<file path="config.mk">
export PLATFORM = sky130hd
export DESIGN_NAME = dsu_front
export DESIGN_NICKNAME = d
export VERILOG_FILES = /design/src/rtl/dsu_pkg.sv /design/src/rtl/dsu_front.sv
export SDC_FILE = /design/constraint.sdc
export NUM_CORES = 1
export LEC_CHECK = 0
export BUFFER_PORTS_ARGS = -buffer_cell sky130_fd_sc_hd__buf_4
export CORE_ASPECT_RATIO = 0.6
export CORE_UTILIZATION = 55
export DETAILED_ROUTE_END_ITERATION = 10
export MAX_ROUTING_LAYER = met4
export PLACE_DENSITY_LB_ADDON = 0.15
export SLEW_MARGIN = 10
export SYNTH_ARGS = -nofsm -noshare
export SYNTH_HDL_FRONTEND = slang
export SYNTH_SLANG_ARGS = --single-unit
</file>
<file path="constraint.sdc">
create_clock -name vclk -period 4.8
set_clock_uncertainty 0.05 [all_clocks]
set_input_delay 0.72 -clock vclk [all_inputs]
set_output_delay 0.72 -clock vclk [all_outputs]
set_load 0.005 [all_outputs]
</file>
<file path="src/rtl/dsu_pkg.sv">
// Package with shared types, operation codes and constants for the divide/shift unit.
package dsu_pkg;

  localparam int DW = 64;
  localparam int EW = 2;
  localparam int OW = 3;
  localparam logic [DW-1:0] SHIFT_LIMIT = DW'(1024);

  localparam logic [OW-1:0] OP_SMOD  = 3'd0;
  localparam logic [OW-1:0] OP_UMOD  = 3'd1;
  localparam logic [OW-1:0] OP_SFDIV = 3'd2;
  localparam logic [OW-1:0] OP_SLSH  = 3'd3;
  localparam logic [OW-1:0] OP_ULSH  = 3'd4;
  localparam logic [OW-1:0] OP_SRSH  = 3'd5;
  localparam logic [OW-1:0] OP_URSH  = 3'd6;

  localparam logic [EW-1:0] ERR_OK      = 2'd0;
  localparam logic [EW-1:0] ERR_DIVZERO = 2'd1;
  localparam logic [EW-1:0] ERR_NEGSH   = 2'd2;
  localparam logic [EW-1:0] ERR_BIGSH   = 2'd3;

  // One request in flight through the divider chain.
  typedef struct packed {
    logic          valid;
    logic [OW-1:0] op;
    logic          an;
    logic          bn;
    logic [DW-1:0] b;
    logic          fixed;
    logic [DW-1:0] fix_res;
    logic [EW-1:0] fix_err;
    logic [DW-1:0] bm;
    logic [DW-1:0] rem;
    logic [DW-1:0] dq;
  } item_t;

endpackage

</file>
<file path="src/rtl/dsu_front.sv">
// Front end: operand magnitudes, special cases and the complete shift operations.
module dsu_front import dsu_pkg::*; (
  input  logic          valid,
  input  logic [OW-1:0] req_type,
  input  logic [DW-1:0] operand_a,
  input  logic [DW-1:0] operand_b,
  output item_t         item
);

  logic          an, bn, a_zero, b_neg, b_small, b_big;
  logic [DW-1:0] am, bm, sar;
  logic [5:0]    sh;

  always_comb begin
    an      = operand_a[DW-1];
    bn      = operand_b[DW-1];
    am      = an ? (DW'(0) - operand_a) : operand_a;
    bm      = bn ? (DW'(0) - operand_b) : operand_b;
    a_zero  = (operand_a == '0);
    b_neg   = operand_b[DW-1];
    b_small = (operand_b[DW-1:6] == '0);
    b_big   = !a_zero && (operand_b >= SHIFT_LIMIT);
    sh      = operand_b[5:0];
    sar     = an ? ~((~operand_a) >> sh) : (operand_a >> sh);

    item.valid   = valid;
    item.op      = req_type;
    item.an      = an;
    item.bn      = bn;
    item.b       = operand_b;
    item.fixed   = 1'b1;
    item.fix_res = '0;
    item.fix_err = ERR_OK;
    item.bm      = bm;
    item.rem     = '0;
    item.dq      = am;

    case (req_type)
      OP_SMOD: begin
        item.fixed = (operand_b == '0) || (operand_b == DW'(1)) ||
                     (operand_b == '1) || a_zero;
      end
      OP_UMOD: begin
        item.bm    = operand_b;
        item.dq    = operand_a;
        item.fixed = (operand_b == '0);
      end
      OP_SFDIV: begin
        if (operand_b == '0) begin
          item.fix_err = ERR_DIVZERO;
        end else if (operand_a == {1'b1, {(DW-1){1'b0}}} && operand_b == '1) begin
          item.fix_res = DW'(1);
        end else begin
          item.fixed = 1'b0;
        end
      end
      OP_SLSH: begin
        if (b_neg) item.fix_err = ERR_NEGSH;
        else if (b_big) item.fix_err = ERR_BIGSH;
        else if (b_small) item.fix_res = operand_a << sh;
      end
      OP_ULSH: begin
        if (b_neg || b_big) item.fix_err = ERR_BIGSH;
        else if (b_small) item.fix_res = operand_a << sh;
      end
      OP_SRSH: begin
        if (b_neg) item.fix_err = ERR_NEGSH;
        else if (b_small) item.fix_res = sar;
        else item.fix_res = an ? '1 : '0;
      end
      OP_URSH: begin
        if (b_neg) item.fix_err = ERR_BIGSH;
        else if (b_small) item.fix_res = operand_a >> sh;
      end
      default: ;
    endcase
  end

endmodule

</file>
==> summary.txt <==
status -> finished clean
hpwl dp -> 63840 µm
layout cells sized above 1 -> 37.07%
Syn Inst Count -> 1958
die footprint -> 0.02778 mm²
final-layout clock buffer total -> 0
1st-pass router iterations -> 9
FMAX -> 0.2099 GHz
sequential cell area fraction in the yosys report -> 0%
vias post-DR -> 19450
final layout net count -> 2331
Die Wd -> 214.5 µm
final setup margin -> 0.03679 ns
max cap viols -> 0
worst hold path class -> in -> out
Hold Slack -> 1.390 ns
vias per inst -> 7.590
first-pass GRT wire length -> 114800 µm
setup TNS -> 0 ns
DRC -> 0
Synth Warn # -> 0
Final Max Slew Viols -> 0
Worst Setup Start Kind -> input port
Crit Path Class -> in -> out
CP Data Arrival Time -> 3.99 ns
core area -> 0.02653 mm²
post-CTS sizing -> 0
drt first-iter violations -> 4614
relative slew slack -> 7.457%
Tcrit/Tclk final -> 99.23%
Tot GR Track Use -> 56.95%
hold_sp -> valid
Final min period -> 4.763 ns
crit path from -> operand_a[56]
Die H -> 129.5 µm
crit path max fanout -> 26
vias in the first global route -> 16910
drt total wl -> 80530 µm
required time of the worst setup path -> 4.03 ns
Register Area -> 0 µm²
Hold Buf Count CTS -> 0
final setup violation count -> 0
Slew @ Worst Pin -> 1.383 ns
Initial Util -> 56.18%
dpl ws -> 0.05964 ns
pin count of the biggest net entering global routing -> 59
Worst setup EP type -> output port
endpoints failing hold -> 0
Post-CTS Setup Repair Bufs -> 0
gp weighted congestion -> 1.217
initial antenna violation count -> 9
site row count -> 46
wire length per cell -> 31.42 µm
unrepaired setup endpoints after global routing -> false
Mapped Avg Cell Area -> 7.613 µm²
Buffers on Ports -> 395
post-synthesis cell type count -> 85
Fillers -> 2291
Cell Area, Synth -> 0.01491 mm²
GRT Residual Overflow -> 0
Routed Antenna Nets -> 0
Top Ports -> 461
Area Overhead vs Synth -> 19.64%
layout sequential cell count -> 0
## worst paths after layout
path,cells past startpoint,to
max,10,item[226]
min,0,item[328]
## worst max-delay path: stages
cell and delay [ns]:
buf_4 0.17, or4_1 0.59, or4_1 0.66, nor2_1 0.29
nand4_4 0.19, a21oi_2 0.24, buf_12 0.21, nand2_1 0.38
o22ai_2 0.37, buf_4 0.15
## cells in the mapped netlist (6+ instances only)
cell,number,share of area (%)
a211o_1,10,0.59
a211oi_1,20,1.0
a21o_1,12,0.60
a21oi_1,128,4.3
a221oi_1,13,0.76
a22oi_1,10,0.50
a31o_2,6,0.35
a31oi_1,29,1.2
a32oi_1,6,0.35
and2_1,10,0.42
and3_1,14,0.59
buf_1,23,0.58
buf_2,40,1.3
buf_4,143,7.2
clkbuf_1,155,3.9
inv_1,16,0.40
mux2_2,67,5.1
mux2i_1,106,7.1
mux4_2,160,24
nand2_1,127,3.2
nand2b_1,9,0.38
nand3_1,46,1.5
nand4_1,27,1.1
nor2_1,233,5.9
nor2b_1,11,0.46
nor3_1,46,1.5
nor4_1,20,0.84
o211ai_1,21,1.1
o21a_1,6,0.30
o21ai_0,107,3.6
o221ai_1,19,1.1
o22ai_1,29,1.2
o2bb2ai_1,6,0.35
o31ai_1,18,0.91
o32ai_1,6,0.35
o41ai_1,8,0.47
or2_2,7,0.29
or3_1,14,0.59
or4_1,11,0.55
xnor2_1,69,4.1
xor2_1,53,3.1
## kinds of logic after synthesis
group | after synthesis | synth area share (%)
other cells | 1 | 0.02516
fa+ha+maj | 4 | 0.3358
mux | 333 | 36.36
compound gates | 510 | 22.54
simple gates | 609 | 20.10
xor+xnor | 122 | 7.169
buf+inv | 379 | 13.48
## cells in the final DEF (no fill, tap or decap), drive strengths merged, types with 12 or more instances in the layout
cell / synthesis / final
a211oi: 20 / 20
a21o: 12 / 12
a21oi: 129 / 129
a221oi: 13 / 13
a31oi: 29 / 29
and3: 14 / 14
buf: 206 / 532
conb: 1 / 64
inv: 16 / 16
mux2: 67 / 67
mux2i: 106 / 106
mux4: 160 / 160
nand2: 127 / 127
nand3: 47 / 47
nand4: 28 / 28
nor2: 234 / 234
nor3: 48 / 48
nor4: 29 / 29
o211ai: 21 / 21
o21ai: 109 / 109
o221ai: 19 / 19
o22ai: 29 / 29
o31ai: 18 / 18
or3: 14 / 14
or4: 15 / 15
xnor2: 69 / 69
xor2: 53 / 53
## per-stage QoR
stage	cells	util [%]	area (µm²)
final	2563	67.21	17830
after global routing	2562	67.20	17830
after CTS	2553	67.04	17790
after detailed placement	2553	67.04	17790
after global placement	2553	67.04	17790
after floorplan	2021	-	15140
## final cells by class
class	instances	area (µm²)	area share (%)
multi-input cells	1642	13180	73.89
diodes	10	25.02	0.1403
inverters	18	68.82	0.3859
repair buffers	533	4111	23.05
well taps	360	450.4	2.526
## layer usage
layer	up-vias	GRT usage [%]	routed length [µm]
met2	2152	78.02	31720
met5	-	-	0
met3	400	27.75	15820
li1	7766	-	-
met4	0	18.28	3963
met1	9136	72.53	29020
