==> src/rtl/dsu_pkg.sv <==
// Package with shared types, operation codes and constants for the divide/shift unit.
package dsu_pkg;

  localparam int DW = 64;
  localparam int EW = 2;
  localparam int OW = 3;
  localparam logic [DW-1:0] SHIFT_LIMIT = DW'(1024);

  localparam logic [OW-1:0] OP_SMOD  = 3'd0;
  localparam logic [OW-1:0] OP_UMOD  = 3'd1;
  localparam logic [OW-1:0] OP_SFDIV = 3'd2;
  localparam logic [OW-1:0] OP_SLSH  = 3'd3;
  localparam logic [OW-1:0] OP_ULSH  = 3'd4;
  localparam logic [OW-1:0] OP_SRSH  = 3'd5;
  localparam logic [OW-1:0] OP_URSH  = 3'd6;

  localparam logic [EW-1:0] ERR_OK      = 2'd0;
  localparam logic [EW-1:0] ERR_DIVZERO = 2'd1;
  localparam logic [EW-1:0] ERR_NEGSH   = 2'd2;
  localparam logic [EW-1:0] ERR_BIGSH   = 2'd3;

  // One request in flight through the divider chain.
  typedef struct packed {
    logic          valid;
    logic [OW-1:0] op;
    logic          an;
    logic          bn;
    logic [DW-1:0] b;
    logic          fixed;
    logic [DW-1:0] fix_res;
    logic [EW-1:0] fix_err;
    logic [DW-1:0] bm;
    logic [DW-1:0] rem;
    logic [DW-1:0] dq;
  } item_t;

endpackage

==> src/rtl/dsu_cell.sv <==
// One restoring-division cell: produces one quotient bit and hands the item on.
module dsu_cell import dsu_pkg::*; (
  input  logic  clk,
  input  logic  rst,
  input  logic  en,
  input  item_t din,
  output item_t dout
);

  logic [DW:0]   trial;
  logic          fits;
  item_t         step;

  always_comb begin
    trial     = {din.rem, din.dq[DW-1]};
    fits      = (trial >= {1'b0, din.bm});
    step      = din;
    step.rem  = fits ? DW'(trial - {1'b0, din.bm}) : trial[DW-1:0];
    step.dq   = {din.dq[DW-2:0], fits};
  end

  // Reset only clears the valid bit; the payload simply follows when enabled.
  always_ff @(posedge clk) begin
    if (rst) begin
      dout.valid <= 1'b0;
    end else if (en) begin
      dout <= step;
    end
  end

endmodule

==> config.mk <==
export PLATFORM = sky130hd
export DESIGN_NAME = dsu_cell
export DESIGN_NICKNAME = d
export VERILOG_FILES = /design/src/rtl/dsu_pkg.sv /design/src/rtl/dsu_cell.sv
export SDC_FILE = /design/constraint.sdc
export NUM_CORES = 1
export LEC_CHECK = 0
export BUFFER_PORTS_ARGS = -buffer_cell sky130_fd_sc_hd__buf_2
export CAP_MARGIN = 30
export CORE_AREA = 2 2 255 257
export CTS_BUF_LIST = sky130_fd_sc_hd__clkbuf_4 sky130_fd_sc_hd__clkbuf_8
export DETAILED_ROUTE_END_ITERATION = 16
export DIE_AREA = 0 0 257 259
export SYNTH_ARGS = -nofsm -noshare
export SYNTH_HDL_FRONTEND = slang
export SYNTH_SLANG_ARGS = --single-unit
==> constraint.sdc <==
create_clock -name clk -period 57.2 [get_ports clk]
set_clock_uncertainty 0.2 [all_clocks]
set_input_delay 11.44 -clock clk [delete_from_list [all_inputs] [get_ports clk]]
set_output_delay 11.44 -clock clk [all_outputs]
set_load 0.02 [all_outputs]
==> metrics, run 1 <==
actual slew at the worst max-slew pin around 1200 ps; met2 routed WL 32800 um; Net Count, Synth 1528; clock buffer depth 3; Core Util, Final 0.317; Crit Path Category in -> reg; minimum clock period about 15000 ps; Post-Syn Area 0.0148 mm^2; detailed-route via count 12300; Hold Vio Cnt, Final 0; Slew headroom 0.219; synthesized flop and latch total 329; Ys Warns 0; Worst setup EP type flop; initial antenna violation count 30; vias in the first global route roughly 12000; Max stage delay on crit path 740 ps; starting utilization of the core area 0.232; filler cell count approximately 6600; post-cts sizing count 0; Biggest register dout; P_leak 0.00860 uW; DRT Pass-1 Iters 5; Largest register FFs 329; CP Cell Sequence buf_2 -> inv_1 -> ha_1 -> a21oi_1 -> o21ai_0 -> nor4_1 -> a211oi_2 -> o21ai_2 -> o31a_2 -> buf_4 -> o21ai_0; status finished, final reports clean; RSZ-0062 raised after global routing false; Die Ht 259 um; row count 93; Die X 257 um; DR WL/cell 24.4 um; die area 0.0666 mm^2; DP HPWL 54100 um; Synth cell types 70; Avg Cell Area, Syn 13.1 um^2; critical path arrival 15470 ps; Clock Latency Late Sink 650 ps; initial DRC count 953; clock-pin slew of the registers on the worst-case setup and hold paths 60 ps; area grow syn2layout 36.9%; CTS tree built; Routability Congestion about 0.87; met3 routed WL 6190 um; residual overflow from global routing 0; WL met1 24800 um; Worst EP required 57340 ps; WL final 66300 um; commonest non-fill, non-tap cell in the layout buf_2; input/output buffers 660; Worst R2R Start dout[328]$_SDFFE_PP0P_; Largest regs dout: 329 flops; DRC Markers 0; H-tree Lvls 2; multi-input logic area between 0.004 and 0.005 mm^2; post-DR vias/cell 4.52; P per Cell Area between 30 and 40 mW/mm^2; Top Family by Delay on Critical Path compound AO/OA/AOI/OAI gates; Seq/Total Area, Yosys 0.666; worst hold path class reg -> reg; first-pass GRT wire length 90000 um; Buf+Inv Stages, Crit Path 3; slowest CP cell nor4_1; worst IR drop on VDD 0.0000170 V; top layer in use met5; clock sink count approximately 330; Worst Setup Start Kind input port; Reg-to-Reg End dout[328]$_SDFFE_PP0P_; prevailing post-synth register cell edfxtp_1; end of the critical path dout[78]$_DFFE_PP_; most used cell, CP o21ai_0; fraction of layout cells with a size suffix above 1 0.416; pins over their slew limit 0; Num CTS Buffers 60; final antenna-violating net count 0; Peak Freq ~65 MHz; ys async rst share 0; Register Area roughly 0.0099 mm^2; core area 0.0639 mm^2; R2R setup slack 56410 ps; post-CTS setup buffer count 0; final setup violation count 0; number of enable flip-flop cells after synthesis between 300 and 400; Clock Root Buffer clkbuf_8; Total GRT Usage 0.190; crit share post-route 0.268; Reg2Reg Depth 2; CP Depth 11; worst-path fanout max 77; Hold Buf Count CTS 0; crit path from din[156]; setup TNS 0 ps; fin nets 2213; most frequent cells in the layout buf_2 (660), edfxtp_1 (328), nand2_1 (109); number of I/O pins 661; max_cap viols 0; synthesized instance count 1131; largest net degree at the start of global routing ~190
## Yosys cell counts (7+ instances only)
cell type  count  area share
nor2b_1        7      0.0030
o21a_1         8      0.0041
and3_1         7      0.0030
nand3_1       15      0.0051
inv_1         89       0.023
nand2b_1       8      0.0034
nor2_1        35      0.0089
nand2_1      109       0.028
clkbuf_1      34      0.0086
xor2_1        22       0.013
o21ai_1       31       0.010
o211ai_1       9      0.0046
o21ai_0       59       0.020
nand4_1       28       0.012
o21bai_1      17      0.0086
a21o_1        25       0.013
edfxtp_1     328        0.67
ha_1          64       0.054
xnor2_1       33       0.020
nor3_1        14      0.0047
a21oi_1       80       0.027
## worst min-delay path by stage
| stage | from | to | cells past startpoint |
|---|---|---|---|
| after floorplan | dout[328]$_SDFFE_PP0P_ | dout[328]$_SDFFE_PP0P_ | 2 |
| after global placement | dout[328]$_SDFFE_PP0P_ | dout[328]$_SDFFE_PP0P_ | 2 |
| after detailed placement | dout[328]$_SDFFE_PP0P_ | dout[328]$_SDFFE_PP0P_ | 2 |
| after CTS | dout[328]$_SDFFE_PP0P_ | dout[328]$_SDFFE_PP0P_ | 2 |
| after global routing | dout[328]$_SDFFE_PP0P_ | dout[328]$_SDFFE_PP0P_ | 2 |
| final | dout[328]$_SDFFE_PP0P_ | dout[328]$_SDFFE_PP0P_ | 2 |
## worst register-to-register path, cell delays in order (launching register included)
cell and delay [ps]:
dfxtp_1 310, mux2i_1 130, nor2_1 50
## area by class of cell
class	count	area share
Clock buffer	77	0.0473
Antenna cell	5	0.000617
Multi-Input combinational cell	671	0.219
Inverter	90	0.0167
Clock inverter	28	0.0125
Sequential cell	329	0.487
Tap cell	855	0.0527
Timing Repair Buffer	664	0.165
## report_power, final
group | switching, uW | internal, uW | total, uW
Sequential | 6.03 | 288 | 294
Combinational | 83.6 | 42.4 | 126
Clock | 105 | 128 | 233
## per-stage QoR
stage,hold WS (ps),total power (uW),cell area (um^2),setup slack [ps],std cells
after global placement,292,425,19100,41190,2609
after CTS,309,663,20300,41840,2714
after floorplan,379,375,14800,30000,1131
after global routing,369,682,20300,41530,2716
after detailed placement,292,426,19100,41130,2609
final,309,653,20300,41870,2719
## metal layers
metal	global-route usage	vias to the layer above
met5	0	-
met4	0.0644	42
met3	0.0742	126
met2	0.331	575
met1	0.211	5927
li1	-	5621
## logic make-up after synthesis
group | share of synthesized area
flip-flops | 0.666
AO/OA/AOI/OAI | 0.125
AND/OR/NAND/NOR | 0.0819
buffers and inverters | 0.0348
adder cells (fa/ha/maj) | 0.0554
XOR/XNOR | 0.0325
multiplexers | 0.00439
(Power assumes the default switching activity.)
==> run 2, diff against run 1 <==
Settings changed: ABC_AREA set to 1, CORE_AREA 2 2 255 257 to 2 2 259 261, DIE_AREA 0 0 257 259 to 0 0 261 263.
Clock period 57.2 ns to 15.8 ns, I/O delays scaled along.
==> run 2 against run 1 <==
Against the previous run:
- non-clock buffer count rose by 4
- hold slack worse by 51 ps
- combinational power rose to 4.2 times the previous value
- critical path depth stayed put
- via count increased by 26%
- largest power group unchanged
==> metrics, run 2 <==
Peak Freq 168 MHz; worst IR drop on VDD 0.0000473 V (+180%); synthesized instance count 1898 (+68%); Ys Warns 0 (unchanged); Die Ht 263 um (+1.5%); Routability Congestion 0.913 (+4.8%); cell internal pwr 1650 uW (+260%); Clock Latency Late Sink 650 ps (about the same); critical path arrival 6150 ps (-9320 ps); P_leak 0.0115 uW (+33%); max_cap viols 0 (unchanged); number of enable flip-flop cells after synthesis 328 (unchanged); clock buffer depth 3 (unchanged); post-cts sizing count 0 (unchanged); ranking of synthesized cells by area edfxtp_1 (57%), nand2_1 (15%), inv_1 (8.1%); input/output buffers 660 (unchanged); number of I/O pins 661 (unchanged); minimum clock period 5950 ps; Design Power 2460 uW (+280%); Worst setup EP type flop; DP HPWL 70900 um (+31%); Worst R2R Start dout[328]$_SDFFE_PP0P_; die area 0.0686 mm^2 (+3.1%); residual overflow from global routing 0 (unchanged); DRT Pass-1 Iters 8 (+3); WL final 84900 um (+28%); commonest non-fill, non-tap cell in the layout nand2_1; Synth cell types 39 (-44%); Sw Share 0.331 (+0.0334); pre-CTS setup slack 9200 ps (-31930 ps); starting utilization of the core area 0.262 (+0.0302); Post-Syn Area 0.0172 mm^2 (+16%); actual slew at the worst max-slew pin 939 ps (-232 ps); ys async rst share 0 (unchanged); DRC Markers 0 (unchanged); Yosys top cell by area edfxtp_1; pins over their slew limit 0 (unchanged); prevailing post-synth register cell edfxtp_1; detailed-route via count 15500 (+26%); fin nets 3012 (+36%); CTS tree built; post-CTS setup buffer count 0 (unchanged); worst-path fanout max 67 (-13%); hold path startpoint dout[328]$_SDFFE_PP0P_; H-tree Lvls 3 (+1); Hold Vio Cnt, Final 0 (unchanged); Hold Buf Count CTS 0 (unchanged); DR WL/cell 24.0 um (-1.8%); fin cells 3543 (+30%); row count 94 (+1.1%); worst hold path class reg -> reg; Avg Cell Area, Syn 9.06 um^2 (-31%); clock-pin slew of the registers on the worst-case setup and hold paths 60 ps (about the same); P_sw 816 uW (+320%); Total GRT Usage 0.240 (+0.0498); core area 0.0656 mm^2 (+2.7%); clock sink count 329 (unchanged); Register Area 0.00987 mm^2 (unchanged); register share of total power 0.431 (-0.020); initial antenna violation count 56 (+87%); Largest register FFs 329 (unchanged); setup TNS 0 ps (unchanged); synthesized flop and latch total 329 (unchanged); first-pass GRT wire length 113000 um (+26%); vias in the first global route 14900 (+22%); share of the synthesized area in the top cell type 0.573 (-0.0922); filler cell count 7033 (+7.3%); Worst EP required 15990 ps (-41350 ps); Slew headroom 0.374 (+0.155); Seq/Total Area, Yosys 0.574 (-0.0924); final setup violation count 0 (unchanged); most frequent cells in the layout nand2_1 (673), buf_2 (660), inv_1 (372); fraction of layout cells with a size suffix above 1 0.321 (-0.0952); Crit Path Category in -> reg; crit share post-route 0.377; area grow syn2layout 32.9%; count leader, synth nand2_1; initial DRC count 1284 (+35%); dpl cells 3409 (+31%); Die X 261 um (+1.6%); PnR worst setup slack 9850 ps (-32030 ps); RSZ-0062 raised after global routing false; largest net degree at the start of global routing 75 (-61%); post-DR vias/cell 4.36 (-3.5%); combinational share of power 0.213 (+0.020); final antenna-violating net count 0 (unchanged); Num CTS Buffers 66 (+10%); top cells by count, synth nand2_1 (673), inv_1 (372), edfxtp_1 (328); Clock Root Buffer clkbuf_8; Net Count, Synth 2295 (+50%); Worst Setup Start Kind input port; multi-input logic area 0.00572 mm^2 (+29%); Largest regs dout: 329 flops; status finished, final reports clean; clock share of power 0.356 (about the same); Core Util, Final 0.348 (+0.0306); crit path from din[123]; P per Cell Area 108 mW/mm^2 (+240%); Biggest register dout
## run 2: through the flow
| step | area (um^2) | hold WS [ps] |
|---|---|---|
| 6_report | 22800 | 257 |
| 5_1_grt | 22800 | 286 |
| 4_1_cts | 22700 | 256 |
| 3_5_place_dp | 21500 | 248 |
| 3_3_place_gp | 21500 | 244 |
| 2_1_floorplan | 17200 | 330 |
## run 2: power groups by stage
stage               clock network, uW  logic, uW  registers, uW
detailed placement                  0        529           1080
global placement                    0        527           1080
finish                            877        526           1060
CTS                               910        531           1060
global route                      943        571           1070
floorplan                           0        220           1170
## run 2: logic make-up (layout without fill, tap and decap cells)
family                   count (synthesis)  after routing  share of synthesized area
AND/OR/NAND/NOR                       1007           1007                      0.251
flip-flops                             329            329                      0.574
buffers and inverters                  411           1175                     0.0939
adder cells (fa/ha/maj)                 65             65                     0.0477
AO/OA/AOI/OAI                           55             55                     0.0170
XOR/XNOR                                31             31                     0.0158
other                                    0             17                          0
## run 2: layer usage
metal  vias up  routed length (um)  track usage  share of wire
li1       7470                   -            -              -
met1      7121               30600        0.259           0.36
met2       659               42900        0.425           0.51
met3       168                7570       0.0769          0.089
met4        36                3480        0.101          0.041
met5         -                 236      0.00997         0.0028
## run 2: cell type report
| type | instances | area share |
|---|---|---|
| sequential | 329 | 0.432 |
| inverter | 392 | 0.0644 |
| timing repair buffer | 668 | 0.149 |
| clock buffer | 80 | 0.0444 |
| antenna | 17 | 0.00186 |
| tap | 864 | 0.0473 |
| clock inverter | 35 | 0.0108 |
| multi-input combinational | 1158 | 0.250 |
## run 2: path summary, 6_finish.rpt
check | to | slack [ps] | cells after the start
worst max-delay path | dout[97]$_DFFE_PP_ | 9850 | 11
worst min-delay path | dout[328]$_SDFFE_PP0P_ | 260 | 2
worst max register to register | dout[328]$_SDFFE_PP0P_ | 15050 | 2
worst min register to register | dout[328]$_SDFFE_PP0P_ | 260 | 2
## run 2: critical path: stages
cell	delay [ps]
buf_2	120
ha_1	390
a21oi_1	210
o21ai_0	160
a21oi_1	400
nand3_4	140
nor2_8	280
buf_4	540
nand2_8	400
nand3_1	230
nand2_1	60
